==> config.mk <==
export PLATFORM = sky130hd
export DESIGN_NAME = rotary_encoder_button_decoder
export DESIGN_NICKNAME = d
export VERILOG_FILES = /design/src/hw/rtl/reb_pkg.sv /design/src/hw/rtl/rotary_encoder_button_decoder.sv
export SDC_FILE = /design/constraint.sdc
export NUM_CORES = 1
export LEC_CHECK = 0
export BUFFER_PORTS_ARGS = -buffer_cell sky130_fd_sc_hd__clkbuf_2
export CORE_ASPECT_RATIO = 1.1
export CORE_UTILIZATION = 30
export DETAILED_ROUTE_END_ITERATION = 8
export HOLD_SLACK_MARGIN = 0.1
export PLACE_DENSITY = 0.46
export SYNTH_ARGS = -nofsm -noshare
export SYNTH_HDL_FRONTEND = slang
export SYNTH_SLANG_ARGS = --single-unit
==> constraint.sdc <==
create_clock -name clk -period 4.5 [get_ports clk]
set_clock_uncertainty 0.15 [all_clocks]
set_input_delay 0.45 -clock clk [delete_from_list [all_inputs] [get_ports clk]]
set_output_delay 0.45 -clock clk [all_outputs]
set_load 0.01 [all_outputs]
==> src/hw/rtl/reb_pkg.sv <==
// Shared types and constants for the rotary encoder / button decoder.
// No dependencies; used by rotary_encoder_button_decoder.
`timescale 1ns / 1ps
`default_nettype none

package reb_pkg;

    // configuration register indexes
    localparam logic [1:0] REG_ACTIVE_LEVEL   = 2'd0;
    localparam logic [1:0] REG_DEBOUNCE_LIMIT = 2'd1;
    localparam logic [1:0] REG_SHORT_LIMIT    = 2'd2;
    localparam logic [1:0] REG_LONG_LIMIT     = 2'd3;

    // register reset values
    localparam logic        ACTIVE_LEVEL_RST   = 1'b0;
    localparam logic [2:0]  DEBOUNCE_LIMIT_RST = 3'd2;
    localparam logic [15:0] SHORT_LIMIT_RST    = 16'd36;
    localparam logic [15:0] LONG_LIMIT_RST     = 16'd300;

    localparam int IN_TDATA_W  = 8;
    localparam int OUT_TDATA_W = 32;

    typedef enum logic [1:0] {
        STEP_NONE = 2'd0,
        STEP_CW   = 2'd1,
        STEP_CCW  = 2'd2
    } step_t;

    typedef enum logic [2:0] {
        EV_NONE   = 3'd0,
        EV_DOWN   = 3'd1,
        EV_UP     = 3'd2,
        EV_SINGLE = 3'd3,
        EV_DOUBLE = 3'd4,
        EV_LSTART = 3'd5,
        EV_LHOLD  = 3'd6
    } event_t;

    typedef enum logic [2:0] {
        PH_IDLE     = 3'd0,
        PH_PRESSED  = 3'd1,
        PH_WAIT     = 3'd2,
        PH_PRESSED2 = 3'd3,
        PH_LONG     = 3'd4
    } phase_t;

    // one result beat
    typedef struct packed {
        logic [7:0]  tap_count;
        logic        repeat_flag;
        event_t      button_event;
        logic [15:0] position;
        step_t       encoder_step;
    } result_t;

endpackage

`default_nettype wire

==> src/hw/rtl/rotary_encoder_button_decoder.sv <==
// Rotary encoder detent counter with debounced multi-click button decoder.
// Depends on reb_pkg.
//
// Result beats are registered in the output register (or skid entry).
// Throughput: one input beat per cycle while s_tready is high; all state
//   updates in one pass of logic between state and result registers.
// An output register plus a one-entry skid buffer let input beats keep
//   arriving while a result waits; s_tready drops only when both are full.
// Reset (rst_n low, async): state cleared, debounced level = not pressed,
//   registers at their defaults, no result pending.
`timescale 1ns / 1ps
`default_nettype none

module rotary_encoder_button_decoder
(
    input  wire logic        clk,
    input  wire logic        rst_n,

    // configuration writes
    input  wire logic        cfg_valid,
    output logic             cfg_ready,
    input  wire logic [1:0]  cfg_index,
    input  wire logic [15:0] cfg_data,

    // sample ticks
    input  wire logic        s_tvalid,
    output logic             s_tready,
    // [0] a_level, [1] b_level, [2] button_level, [7:3] zero
    input  wire logic [reb_pkg::IN_TDATA_W-1:0] s_tdata,

    // results
    output logic             m_tvalid,
    input  wire logic        m_tready,
    // [1:0] encoder_step, [17:2] position, [20:18] button_event,
    // [21] repeat_flag, [29:22] tap_count, [31:30] zero
    output logic [reb_pkg::OUT_TDATA_W-1:0] m_tdata
);

    // ------------------------------------------------------------------
    // configuration registers
    // ------------------------------------------------------------------
    logic        active_level_reg;
    logic [2:0]  debounce_limit_reg;
    logic [15:0] short_limit_reg;
    logic [15:0] long_limit_reg;

    assign cfg_ready = 1'b1;

    always_ff @(posedge clk or negedge rst_n)
    begin
        if (!rst_n)
        begin
            active_level_reg   <= reb_pkg::ACTIVE_LEVEL_RST;
            debounce_limit_reg <= reb_pkg::DEBOUNCE_LIMIT_RST;
            short_limit_reg    <= reb_pkg::SHORT_LIMIT_RST;
            long_limit_reg     <= reb_pkg::LONG_LIMIT_RST;
        end
        else if (cfg_valid)
        begin
            case (cfg_index)
                reb_pkg::REG_ACTIVE_LEVEL:   active_level_reg   <= cfg_data[0];
                reb_pkg::REG_DEBOUNCE_LIMIT: debounce_limit_reg <= cfg_data[2:0];
                reb_pkg::REG_SHORT_LIMIT:    short_limit_reg    <= cfg_data;
                reb_pkg::REG_LONG_LIMIT:     long_limit_reg     <= cfg_data;
                default: ;
            endcase
        end
    end

    // ------------------------------------------------------------------
    // decoder state
    // ------------------------------------------------------------------
    logic              prev_a_reg,       prev_a_next;
    logic [15:0]       pos_reg,          pos_next;
    logic              deb_level_reg,    deb_level_next;
    logic [2:0]        deb_cnt_reg,      deb_cnt_next;
    reb_pkg::phase_t   phase_reg,        phase_next;
    logic [15:0]       tick_reg,         tick_next;
    logic [7:0]        taps_reg,         taps_next;
    reb_pkg::result_t  result;

    logic        in_a;
    logic        in_b;
    logic        in_btn;
    logic        accept;
    logic [2:0]  deb_cnt_inc;
    logic [15:0] tick_inc;
    logic        pressed;

    assign in_a   = s_tdata[0];
    assign in_b   = s_tdata[1];
    assign in_btn = s_tdata[2];
    assign accept = s_tvalid && s_tready;

    always_comb
    begin
        prev_a_next    = prev_a_reg;
        pos_next       = pos_reg;
        deb_level_next = deb_level_reg;
        deb_cnt_next   = deb_cnt_reg;
        phase_next     = phase_reg;
        taps_next      = taps_reg;
        deb_cnt_inc    = deb_cnt_reg + 3'd1;
        result.encoder_step = reb_pkg::STEP_NONE;
        result.button_event = reb_pkg::EV_NONE;
        result.repeat_flag  = 1'b0;

        // encoder: count on the falling edge of A, B gives direction
        if (in_a != prev_a_reg)
        begin
            prev_a_next = in_a;
            if (!in_a)
            begin
                if (in_b)
                begin
                    result.encoder_step = reb_pkg::STEP_CW;
                    pos_next = pos_reg + 16'd1;
                end
                else
                begin
                    result.encoder_step = reb_pkg::STEP_CCW;
                    pos_next = pos_reg - 16'd1;
                end
            end
        end

        // tick timer runs in every phase but idle
        tick_inc  = (phase_reg != reb_pkg::PH_IDLE) ? tick_reg + 16'd1 : tick_reg;
        tick_next = tick_inc;

        // debounce
        if (in_btn != deb_level_reg)
        begin
            if (deb_cnt_inc >= debounce_limit_reg)
            begin
                deb_level_next = in_btn;
                deb_cnt_next   = 3'd0;
            end
            else
            begin
                deb_cnt_next = deb_cnt_inc;
            end
        end
        else
        begin
            deb_cnt_next = 3'd0;
        end

        pressed = (deb_level_next == active_level_reg);

        // button phase machine
        case (phase_reg)
            reb_pkg::PH_IDLE:
            begin
                if (pressed)
                begin
                    result.button_event = reb_pkg::EV_DOWN;
                    tick_next  = 16'd0;
                    taps_next  = 8'd1;
                    phase_next = reb_pkg::PH_PRESSED;
                end
            end
            reb_pkg::PH_PRESSED:
            begin
                if (!pressed)
                begin
                    result.button_event = reb_pkg::EV_UP;
                    tick_next  = 16'd0;
                    phase_next = reb_pkg::PH_WAIT;
                end
                else if (tick_inc > long_limit_reg)
                begin
                    result.button_event = reb_pkg::EV_LSTART;
                    phase_next = reb_pkg::PH_LONG;
                end
            end
            reb_pkg::PH_WAIT:
            begin
                if (pressed)
                begin
                    result.button_event = reb_pkg::EV_DOWN;
                    result.repeat_flag  = 1'b1;
                    taps_next  = taps_reg + 8'd1;
                    tick_next  = 16'd0;
                    phase_next = reb_pkg::PH_PRESSED2;
                end
                else if (tick_inc > short_limit_reg)
                begin
                    // three or more taps end with no click event
                    if (taps_reg == 8'd1)
                        result.button_event = reb_pkg::EV_SINGLE;
                    else if (taps_reg == 8'd2)
                        result.button_event = reb_pkg::EV_DOUBLE;
                    phase_next = reb_pkg::PH_IDLE;
                end
            end
            reb_pkg::PH_PRESSED2:
            begin
                if (!pressed)
                begin
                    result.button_event = reb_pkg::EV_UP;
                    if (tick_inc < short_limit_reg)
                    begin
                        tick_next  = 16'd0;
                        phase_next = reb_pkg::PH_WAIT;
                    end
                    else
                    begin
                        phase_next = reb_pkg::PH_IDLE;
                    end
                end
            end
            reb_pkg::PH_LONG:
            begin
                if (pressed)
                begin
                    result.button_event = reb_pkg::EV_LHOLD;
                end
                else
                begin
                    result.button_event = reb_pkg::EV_UP;
                    phase_next = reb_pkg::PH_IDLE;
                end
            end
            default:
            begin
                phase_next = reb_pkg::PH_IDLE;
            end
        endcase

        result.position  = pos_next;
        result.tap_count = taps_next;
    end

    always_ff @(posedge clk or negedge rst_n)
    begin
        if (!rst_n)
        begin
            prev_a_reg    <= 1'b0;
            pos_reg       <= 16'd0;
            deb_level_reg <= ~reb_pkg::ACTIVE_LEVEL_RST;
            deb_cnt_reg   <= 3'd0;
            phase_reg     <= reb_pkg::PH_IDLE;
            tick_reg      <= 16'd0;
            taps_reg      <= 8'd0;
        end
        else if (accept)
        begin
            prev_a_reg    <= prev_a_next;
            pos_reg       <= pos_next;
            deb_level_reg <= deb_level_next;
            deb_cnt_reg   <= deb_cnt_next;
            phase_reg     <= phase_next;
            tick_reg      <= tick_next;
            taps_reg      <= taps_next;
        end
    end

    // ------------------------------------------------------------------
    // result register + skid entry
    // ------------------------------------------------------------------
    logic             out_valid_reg;
    logic             skid_valid_reg;
    reb_pkg::result_t out_data_reg;
    reb_pkg::result_t skid_data_reg;
    logic             pop;

    assign s_tready = !skid_valid_reg;
    assign pop      = out_valid_reg && m_tready;

    always_ff @(posedge clk or negedge rst_n)
    begin
        if (!rst_n)
        begin
            out_valid_reg  <= 1'b0;
            skid_valid_reg <= 1'b0;
        end
        else if (skid_valid_reg)
        begin
            // no beat accepted while the skid entry is full
            if (pop)
                skid_valid_reg <= 1'b0;
        end
        else if (accept)
        begin
            if (out_valid_reg && !pop)
                skid_valid_reg <= 1'b1;
            out_valid_reg <= 1'b1;
        end
        else if (pop)
        begin
            out_valid_reg <= 1'b0;
        end
    end

    always_ff @(posedge clk)
    begin
        if (skid_valid_reg)
        begin
            if (pop)
                out_data_reg <= skid_data_reg;
        end
        else if (accept)
        begin
            if (out_valid_reg && !pop)
                skid_data_reg <= result;
            else
                out_data_reg <= result;
        end
    end

    assign m_tvalid = out_valid_reg;
    assign m_tdata  = {{(reb_pkg::OUT_TDATA_W - $bits(reb_pkg::result_t)){1'b0}},
                       out_data_reg};

    // ------------------------------------------------------------------
    // assertions
    // ------------------------------------------------------------------
    // skid entry only fills behind a pending result
    a_skid_behind_out: assert property (@(posedge clk) disable iff (!rst_n)
        skid_valid_reg |-> out_valid_reg)
        else $error("skid entry valid without a pending result");

    // debounce count only advances to values below the limit, so never reaches 7
    a_deb_cnt_range: assert property (@(posedge clk) disable iff (!rst_n)
        deb_cnt_reg != 3'd7)
        else $error("debounce count out of range");

    // long press is entered only from the first pressed phase
    a_long_entry: assert property (@(posedge clk) disable iff (!rst_n)
        (phase_reg == reb_pkg::PH_LONG && $past(phase_reg) != reb_pkg::PH_LONG)
        |-> ($past(phase_reg) == reb_pkg::PH_PRESSED))
        else $error("long press entered from wrong phase");

endmodule

`default_nettype wire
# Word-level counts from Yosys, hierarchy flattened
# Cells that the tools add are included.
[totals]
input_bits = 31
wordCells = 122
regBits = 146
[classes]
reduce_logical = 20
order_cmp = 4
eq_ne = 19
muxes = 50
n_addsub = 5
bitwise_logic = 1
[op_table]
columns = ["op", "count"]
rows = [
  ["$mux 16", 8],
  ["$mux 30", 4],
  ["$mux 3", 16],
  ["$pmux 16 s3", 1],
  ["$add 16x1->16 const B", 2],
  ["$gt 16x16->1", 2],
  ["$pmux 3 s5", 2],
  ["$lt 16x16->1", 1],
  ["$mux 8", 2],
  ["$pmux 8 s2", 1],
  ["$sub 16x1->16 const B", 1],
  ["$reduce_and 2->1", 6],
  ["$mux 1", 11],
  ["$mux 2", 5],
  ["$add 8x1->8 const B", 1],
  ["$eq 8x1->1 const B", 1],
  ["$eq 8x2->1 const B", 1],
  ["$ne 2x2->1 const B", 4],
  ["$eq 3x2->1 const B", 2],
  ["$ne 3x3->1 const B", 2],
  ["$reduce_and 3->1", 2],
  ["$reduce_and 6->1", 1],
  ["$eq 2x2->1 const B", 2],
  ["$reduce_bool 2->1", 2],
  ["other kinds (15)", 19],
]

# Logic depth before layout (Yosys ltp)
[logic_depth]
ltp_word = 10
mapped_depth = 17
mapped_depth_nobuf = 15

# Least setup slack after synthesis
# Ideal clock, no wire load.
[synth_path]
kind = "register -> register"
start = "register phase_reg[1]"
end = "register out_data_reg (netlist bit m_tdata[19]) (data pin)"
path_buffers = 1
t_arrival_ns = 3.027
setup_ns = 0.260
path_slack_ns = 1.063
path_stages_with_launch = 16
cell_sequence = "dfrtp_1 > or3_1 > buf_2 > nand4_2 > nor2_2 > nand3_1 > nor2_1 > xor2_1 > ha_1 > nand4_1 > inv_1 > a221oi_1 > nand3_1 > a41oi_1 > o31ai_2 > mux2_2"
[synth_lines]
columns = ["element", "line_no", "source"]
rows = [
  ["start, declared", "rotary_encoder_button_decoder.sv:77", "reb_pkg::phase_t phase_reg, phase_next;"],
  ["start signal, assigned", "rotary_encoder_button_decoder.sv:243", "phase_reg <= reb_pkg::PH_IDLE;"],
  ["start signal, assigned", "rotary_encoder_button_decoder.sv:253", "phase_reg <= phase_next;"],
  ["end signal, assigned", "rotary_encoder_button_decoder.sv:301", "out_data_reg <= skid_data_reg;"],
  ["end signal, assigned", "rotary_encoder_button_decoder.sv:308", "out_data_reg <= result;"],
  ["end, declared", "rotary_encoder_button_decoder.sv:264", "reb_pkg::result_t out_data_reg;"],
]

==> summary.log <==
INFO  floorplanning  placeableCoreArea=0.0272mm2
INFO  floorplanning  die-area=0.0285mm2
INFO  clock_network  clkSlewWorstSetupHoldPaths=0.07ns
INFO  placed_design  post_dp_cell_area=0.00906mm2
INFO  critical_path  crit_path_cell_trace=or3_1 -> nand4_2 -> nor2_2 -> buf_4 -> and3_1 -> xor2_1 -> ha_1 -> a21oi_1 -> o21ai_1 -> a221oi_1 -> buf_4 -> nand3_1 -> a41oi_1 -> o31ai_2 -> mux2_2
INFO  timing         final_hold_viol_count=0
INFO  synth          postSynthAreaPerCell=10.5um2
INFO  synth          syn_inst=799
INFO  power_and_ir_drop clkPwrFrac=23.6%
INFO  timing         slew-limit-headroom=25.9%
INFO  power_and_ir_drop leakage=4.23nW
INFO  critical_path  crit_path_max_incr_delay=0.48ns
INFO  floorplanning  pin_count=66
INFO  detailed_routing remaining_drc_errors=0
INFO  cells_and_area finalInstanceArea=0.00966mm2
INFO  critical_path  worst-path-max-fanout=4
INFO  placed_design  hpwl_after_detailed_placement=12700um
INFO  timing         finalCriticalPeriod=3.97ns
INFO  critical_path  cp_data_arrival_time=3.99ns
INFO  critical_path  startpoint_type=register
INFO  timing         final.setup.tns=0ns
INFO  power_and_ir_drop power.switching=0.00234W
INFO  critical_path  path_common_cell=sky130_fd_sc_hd__buf_4
INFO  placed_design  numPortBuffers=57
INFO  synth          synth-edff-count=60
INFO  worst_hold_path min-delay-path-class=in2reg
INFO  clock_network  max-clock-path-buffers=2
INFO  timing         maxSlewViolCount=0
INFO  cells_and_area layout-area-overhead-vs-synth=15.7%
INFO  synth          seq_area_frac_synth=47.5%
INFO  global_route   largest_net_degree_at_the_start_of_global_routing=60
INFO  cells_and_area antennaDiodeCount=0
INFO  synth          synth_warnings=0
INFO  synth          synth_ff_type=sky130_fd_sc_hd__dfrtp_1
INFO  detailed_routing routed-via-count=5912
INFO  timing         max_clock_freq=0.252GHz
INFO  power_and_ir_drop power_frac_comb=40.4%
INFO  global_route   globalRouteOverflowTotal=0
INFO  cells_and_area drive_above_1_share=22.7%
INFO  clock_network  cts_resized=0
INFO  synth          netlist_area=0.00835mm2
INFO  cells_and_area final_net_count=949
INFO  timing         rsz_0062_raised_after_global_routing=no
INFO  power_and_ir_drop p_sw_share=39.1%
INFO  detailed_routing drtPass1Iterations=4
INFO  timing         post-route-period-util=88.2%
INFO  critical_path  timing.setup.critical_path_class=reg2reg
INFO  global_route   via_count_of_the_first_global_routing_pass=5800
INFO  global_route   globalRouteTotalUtil=13.9%
INFO  detailed_routing post_drt_via_cell_ratio=4.80
INFO  synth          synth_cell_type_count=75
INFO  power_and_ir_drop power.internal=0.00364W
INFO  clock_network  post_cts_hold_buffer_count=3
INFO  floorplanning  dieWidth=161um
INFO  critical_path  reg2reg_setup_slack=0.53ns
INFO  detailed_routing wl=18700um
INFO  clock_network  clock_sink_count=146
INFO  critical_path  crit_path_top_delay_cell=sky130_fd_sc_hd__or3_1
INFO  detailed_routing routedWlPerCell=15.2um
INFO  floorplanning  initial_utilization=30.7%
INFO  flow_run       max_cap_viol_count=0
INFO  power_and_ir_drop peak_vdd_ir=0.000263V
INFO  timing         worst_slew_pin_slew=1.11ns
INFO  synth          synth_seq_cells=146
INFO  run_status     run_status=finished clean
INFO  power_and_ir_drop power_density=619mW/mm2
INFO  floorplanning  die_height=177um
INFO  power_and_ir_drop fraction_of_power_consumed_by_sequential_logic=36.0%
INFO  clock_network  cts_made_buffers=17
INFO  global_route   number_of_antenna_violations_at_the_first_check_in_global_routing=0
INFO  detailed_routing antenna_violating_nets_post_route=0
INFO  clock_network  clock_tree_from_tritoncts=yes
INFO  clock_network  cts-htree-levels=4
INFO  global_route   first_pass_grt_wire_length=31000um
INFO  detailed_routing drt-initial-drc-count=294
INFO  synth          synth_async_sr_flop_share=58.9%
INFO  placed_design  routabilityCongestion=0.810
INFO  critical_path  crit_path_end_kind=register
INFO  critical_path  worst-endpoint-required=4.52ns
INFO  clock_network  clock-root-buffer=sky130_fd_sc_hd__clkbuf_16
INFO  floorplanning  rows=63
INFO  timing         report.final.setup_viol=0
INFO  clock_network  postCtsSetupRepairBufs=0
INFO  clock_network  clock_insertion_delay_worst_skew=0.42ns
## Yosys cell counts (11+ instances only)
library cell               instances  area, um2
sky130_fd_sc_hd__ha_1             55        688
sky130_fd_sc_hd__xor2_1           14        123
sky130_fd_sc_hd__nand4_1          13       81.3
sky130_fd_sc_hd__nor2_1           25       93.8
sky130_fd_sc_hd__inv_1            51        191
sky130_fd_sc_hd__clkbuf_1         20       75.1
sky130_fd_sc_hd__nand2_1         113        424
sky130_fd_sc_hd__o21ai_0          61        305
sky130_fd_sc_hd__edfxtp_1         60       1800
sky130_fd_sc_hd__xnor2_1          21        184
sky130_fd_sc_hd__nand3_1          20        100
sky130_fd_sc_hd__mux2_2           62        698
sky130_fd_sc_hd__o21ai_1          11       55.1
sky130_fd_sc_hd__a21oi_1          36        180
sky130_fd_sc_hd__dfrtp_1          78       1950
## power groups by stage
stage | logic [W] | clock network [W] | registers (W)
2_1_floorplan | 0.00173 | 0 | 0.00218
3_3_place_gp | 0.00242 | 0 | 0.00218
3_5_place_dp | 0.00244 | 0 | 0.00219
4_1_cts | 0.00246 | 0.00146 | 0.00216
5_1_grt | 0.00274 | 0.00152 | 0.00221
6_report | 0.00242 | 0.00141 | 0.00216
## kinds of logic after synthesis
group                      Yosys count  share of synthesized area, %
AOI/OAI and AO/OA                  177                          13.6
muxes                               65                          8.72
other                                2                        0.0899
buffers and inverters               86                          4.33
adders and majority gates           56                          8.48
xor gates and xnor gates            35                          3.67
and+or+nand+nor                    232                          13.7
DFF                                146                          47.5
## worst max-delay path: cells and delay by family (launching register included)
family	cells	cell delay, ns
AO/OA/AOI/OAI	5	0.93
AND/OR/NAND/NOR	5	1.09
XOR/XNOR	1	0.24
buffers and inverters	2	0.32
multiplexers	1	0.29
adder cells (fa/ha/maj)	1	0.30
flip-flops	1	0.38
## metrics by stage
step	worst slack, ns	utilization (%)	std cells	hold WS, ns	total power (W)
2_1_floorplan	1.06	-	800	0.00441	0.00392
3_3_place_gp	0.571	33.3	1197	0.327	0.00460
3_5_place_dp	0.531	33.3	1197	0.328	0.00463
4_1_cts	0.493	35.5	1232	0.100	0.00608
5_1_grt	0.253	35.5	1232	0.109	0.00646
6_report	0.531	35.5	1232	0.110	0.00599
## cell type report
type,count,area (um2)
fill,2794,17500
clock buffer,17,425
inverter,53,201
tap,357,447
timing repair buffer,76,438
sequential,146,3960
clock inverter,15,145
multi-input combinational,568,4040
## final timing paths
kind / startpoint / endpoint / depth (start not counted)
max: phase_reg[1] / m_tdata[19] / 15
min: s_tdata[2] / deb_level_reg / 3
max reg2reg: phase_reg[1] / m_tdata[19] / 15
min reg2reg: pos_reg[15] / pos_reg[15] / 1
max in group asynchronous: rst_n / short_limit_reg[2] / 3
min in group asynchronous: rst_n / active_level_reg / 2
## routing by layer
metal / global-route usage, % / vias to the layer above / wire (um)
met5: 0 / - / 0
met4: 4.44 / 0 / 172
met3: 2.32 / 13 / 521
met2: 23.0 / 95 / 8820
met1: 18.6 / 2803 / 9160
li1: - / 3001 / -
## cell usage in the layout (no fill, tap or decap), types with 8 or more instances in the layout
cell type                     n
sky130_fd_sc_hd__a21o_1       8
sky130_fd_sc_hd__a21oi_1     35
sky130_fd_sc_hd__a22o_1      10
sky130_fd_sc_hd__and3_1       8
sky130_fd_sc_hd__buf_4       17
sky130_fd_sc_hd__clkbuf_16   17
sky130_fd_sc_hd__clkbuf_2    56
sky130_fd_sc_hd__dfrtp_1     78
sky130_fd_sc_hd__dfstp_2      8
sky130_fd_sc_hd__edfxtp_1    60
sky130_fd_sc_hd__ha_1        55
sky130_fd_sc_hd__inv_1       51
sky130_fd_sc_hd__mux2_2      62
sky130_fd_sc_hd__nand2_1    113
sky130_fd_sc_hd__nand3_1     20
sky130_fd_sc_hd__nand4_1     13
sky130_fd_sc_hd__nor2_1      25
sky130_fd_sc_hd__nor2b_1      9
sky130_fd_sc_hd__nor3_1       8
sky130_fd_sc_hd__o21ai_0     61
sky130_fd_sc_hd__o21ai_1     11
sky130_fd_sc_hd__o31ai_1     10
sky130_fd_sc_hd__xnor2_1     21
sky130_fd_sc_hd__xor2_1      14
Power figures use the tool's default switching activity.
